**src/hw/rtl/bsp_ram.sv**
```systemverilog
// ----------------------------------------------------------------------------
// bsp_ram
// Simple dual-port RAM: one write port, one read port with registered data.
// ----------------------------------------------------------------------------
`default_nettype none

module bsp_ram #(
	parameter int W = 8,
	parameter int D = 16
) (
	input  wire logic                 clk,
	input  wire logic                 we,
	input  wire logic [$clog2(D)-1:0] waddr,
	input  wire logic [W-1:0]         wdata,
	input  wire logic                 re,
	input  wire logic [$clog2(D)-1:0] raddr,
	output logic      [W-1:0]         rdata
);

	logic [W-1:0] mem_q [D];

	always_ff @(posedge clk) begin
		if (we)
			mem_q[waddr] <= wdata;
		if (re)
			rdata <= mem_q[raddr];
	end

endmodule

`default_nettype wire

```
**config.mk**
```make
export PLATFORM = sky130hd
export DESIGN_NAME = bsp_ram
export DESIGN_NICKNAME = d
export VERILOG_FILES = /design/src/hw/rtl/bsp_ram.sv
export SDC_FILE = /design/constraint.sdc
export NUM_CORES = 1
export LEC_CHECK = 0
export BUFFER_PORTS_ARGS = -buffer_cell sky130_fd_sc_hd__buf_2
export CAP_MARGIN = 15
export CORE_MARGIN = 4
export CORE_UTILIZATION = 40
export DETAILED_ROUTE_END_ITERATION = 8
export GPL_TIMING_DRIVEN = 0
export RECOVER_POWER = 25
export SYNTH_ARGS = -nofsm -noshare
export SYNTH_HDL_FRONTEND = slang
export SYNTH_SLANG_ARGS = --single-unit
```
**constraint.sdc**
```tcl
create_clock -name clk -period 2.3 [get_ports clk]
set_clock_uncertainty 0.1 [all_clocks]
set_input_delay 0.23 -clock clk [delete_from_list [all_inputs] [get_ports clk]]
set_output_delay 0.23 -clock clk [all_outputs]
set_load 0.01 [all_outputs]
```
* Word-level counts from Yosys, hierarchy flattened
Memories as Yosys holds them, arrays and structs flattened. A register that Yosys moved wholly into a read port is not among the register bits.
Cells that the tools add are included.
** Storage, ports and cells
- ROM bits :: 0
- Output and inout port bits :: 8
- Input bits :: 19
- Register bits :: 0
- Memories kept :: 1
- Logic and storage cells :: 3
- Bits in writable memories :: 128
- Bits in latches :: 0
** Memory list
- mem_q :: words 16, width 8, read ports 1, clocked after memory_dff 1, wr ports 1, line 20 : logic [W-1:0] mem_q [D];
** Cells by class
- Div/mod/pow operators :: 0
- Mux-type cells :: 2
- Add/subtract/negate cells :: 0
- Bitwise logic cells :: 0
- Multipliers :: 0
- Eq/ne operators :: 0
- Reduce and logical (&&, ||, !) cells :: 0
- Shifts and indexed selects :: 0
- Order comparisons :: 0
** Operators by type and width (count)
- 2-to-1 mux 1 bit :: 2

* Depth between registers and ports, before layout
- Depth in word-level cells :: 2
- Depth in mapped cells :: 5
- Gate-level depth less buffers :: 3

* Least setup slack after synthesis
Ideal clock, no wire load.
- Kind :: input-to-reg
- From :: input waddr[2]
- To :: memory mem_q[0][0] (enable)
- Cell stages on the path :: 2
- Library setup time :: 0.383 ns
- Required time :: 1.817 ns
- Data arrival time :: 1.340 ns
- Buffers on the path :: 0
- Slack :: 0.477 ns
- Cells stage by stage :: or3b_2 -> nor3_1
** RTL lines
- from (decl) :: line 13 : input wire logic [$clog2(D)-1:0] waddr,
- to (decl) :: line 20
No word-level cell before the write port.

* Final worst setup path
- From :: input waddr[2]
- To :: memory mem_q[0][4] (enable)
No word-level cell before the write port.

==> out/results.txt <==
pwr/cell area = 906 mW/mm^2
Post-Route WL = 9870 um
CTS Buffer Depth = 2
mux cell area share after synthesis = 0.148
post-synthesis compound-gate area fraction = 0.0230
WHS = 0.119 ns
fmax = 0.575 GHz
Period minus WS final = 1.74 ns
WS Path Type = input port to register
Worst-Margin Slew = 0.830 ns
initial DRC count = 159
fillers = 1059
Yosys top cell area share = 0.781
CTS resizes = 0
first-pass GRT wire length = 14700 um
GRT overflow = 0
Synth area leader = edfxtp_1
Clock Latency Late Sink = 0.42 ns
GRT Util Overall = 0.144
CP max FO = 5
total number of vias = 2396
Total Power = 0.00556 W
Final Hold Fails = 0
die outline height = 122 um
xor/xnor cell area share of the yosys netlist = 0
core box area = 0.0127 mm^2
status = finished, final reports clean
Synth Instances = 229
clk root buf = clkbuf_16
Vias/cell = 5.19
# setup viols final = 0
yosys warns = 0
area taken by flip-flops and latches = 0.00408 mm^2
synth top area cells = edfxtp_1 (78%), mux4_2 (7.8%), mux4_1 (7.0%), a22oi_1 (2.3%), nor2_1 (0.93%)
pin count of the biggest net entering global routing = 17
Synth Area in Adders = 0
reg2reg start = mem_q[1][0]
Initial Util = 0.411
diodes inserted = 0
synthesized area per cell = 22.8 um^2
TritonRoute pass-1 iters = 4
relative slew slack = 0.443
share of cells above drive strength 1 = 0.272
area grow syn2layout = 17.4%
# rows = 41
vias in the first global route = 2432
Hold Crit Class = input port to register
Multi-input gate area = 0.00106 mm^2
Core Util, Final = 0.482
initial antenna violation count = 0
setup bufs post-CTS = 0
Worst-path clk slew = 0.05 ns
synthesized net count = 248
Post-Synth Simple-Gate Area = 0.0314
startpoint types = input port
Peak VDD IR = 0.429 mV
fin nets = 296
Slew Viols, Final = 0
H-tree Lvls = 4
leakage power = 2.03 nW
die footprint = 0.0150 mm^2
DRC viols = 0
Sum Neg Setup Slack = 0 ns
RSZ-0062 raised after global routing = false
DR WL/cell = 21.4 um
Final GP Congestion = 0.699
Antenna Nets Post-Route = 0
clock sinks = 136
post-synthesis sequential area ratio = 0.781
Synth Register Bits = 136
total CTS buffers = 17
critical path arrival = 1.76 ns
Crit path required time = 2.32 ns
chip width = 122 um
final worst-path cycle share = 0.756
Hold Buf Count CTS = 0
max_cap viols = 0
critical path startpoint = waddr[2]
post-DP HPWL = 6420 um
hold path startpoint = re
largest family of logic cells by synthesized area = multiplexers
Critical Path End Type = register
Netlist cell types = 18
Boundary Pins = 27
CTS tree = built
Port Buffers = 25
Mapped Area = 0.00523 mm^2
[report_power, final]
part / switching [W] / internal (W)
Sequential: 0.0000109 / 0.00280
Clock: 0.000919 / 0.00157
Combinational: 0.000159 / 0.000107
[logic make-up (layout without fill, tap and decap cells)]
kind of cell,count (synthesis),count (layout)
and+or+nand+nor,35,35
buffers and inverters,10,71
muxes,32,32
AOI/OAI and AO/OA,16,16
DFF,136,136
[synthesized netlist by cell type]
library cell       n
buf_6              3
nand2_1            9
nand2b_1           2
a22oi_1           16
nor3_1             4
and2b_1            1
buf_4              1
and2_1             1
clkdlybuf4s25_2    3
nand3_1            1
mux4_2            18
nor2b_1            1
edfxtp_1         136
nand3b_1           2
nor2_1            13
or3b_2             1
buf_2              3
mux4_1            14
[layout by cell type (no fill, tap or decap), types with 2 or more instances in the layout]
cell type        instances
buf_2                   24
nand3b_1                 2
clkbuf_16               17
nand2_1                  9
edfxtp_1               136
clkbuf_1                 8
clkdlybuf4s25_2          3
nor2_1                  13
mux4_1                  14
mux4_2                  18
buf_4                    4
bufinv_16                2
clkinv_1                 3
clkinv_2                 6
nand2b_1                 2
nor3_1                   4
buf_6                    3
a22oi_1                 16
[sequential cells by signal, summed over array words and instances (netlist names)]
signal	cells
rdata	8
mem_q	128
[critical path, cell delays in order]
cell and delay, ns:
buf_2 0.11, or3b_2 0.53, nor3_1 0.61, buf_4 0.27
[final timing paths]
kind,end,slack [ns],cells past startpoint
max,mem_q[0][4],0.56,4
min,rdata[4],0.12,1
max reg2reg,rdata[0],0.64,3
min reg2reg,rdata[1],0.66,3
[metrics by stage]
step / cell area (um^2) / worst slack (ns) / std cells
3_3_place_gp: 5570 / -0.0831 / 426
3_5_place_dp: 5590 / 0.111 / 429
4_1_cts: 6140 / 0.547 / 461
6_report: 6130 / 0.560 / 462
5_1_grt: 6130 / 0.486 / 462
2_1_floorplan: 5230 / 0.477 / 229
[layout make-up]
| type | instances | area share |
|---|---|---|
| sequential | 136 | 0.666 |
| multi-input combinational | 83 | 0.172 |
| clock buffer | 20 | 0.0712 |
| tap | 172 | 0.0351 |
| timing repair buffer | 29 | 0.0239 |
| clock inverter | 12 | 0.0177 |
| buffer | 10 | 0.0141 |
[per-layer routing]
layer / wire, um / global-route usage
met1: 4390 / 0.194
met2: 4660 / 0.217
met3: 607 / 0.0359
met4: 217 / 0.0770
met5: 0 / 0
No activity file was read; power rests on OpenSTA's default activity.
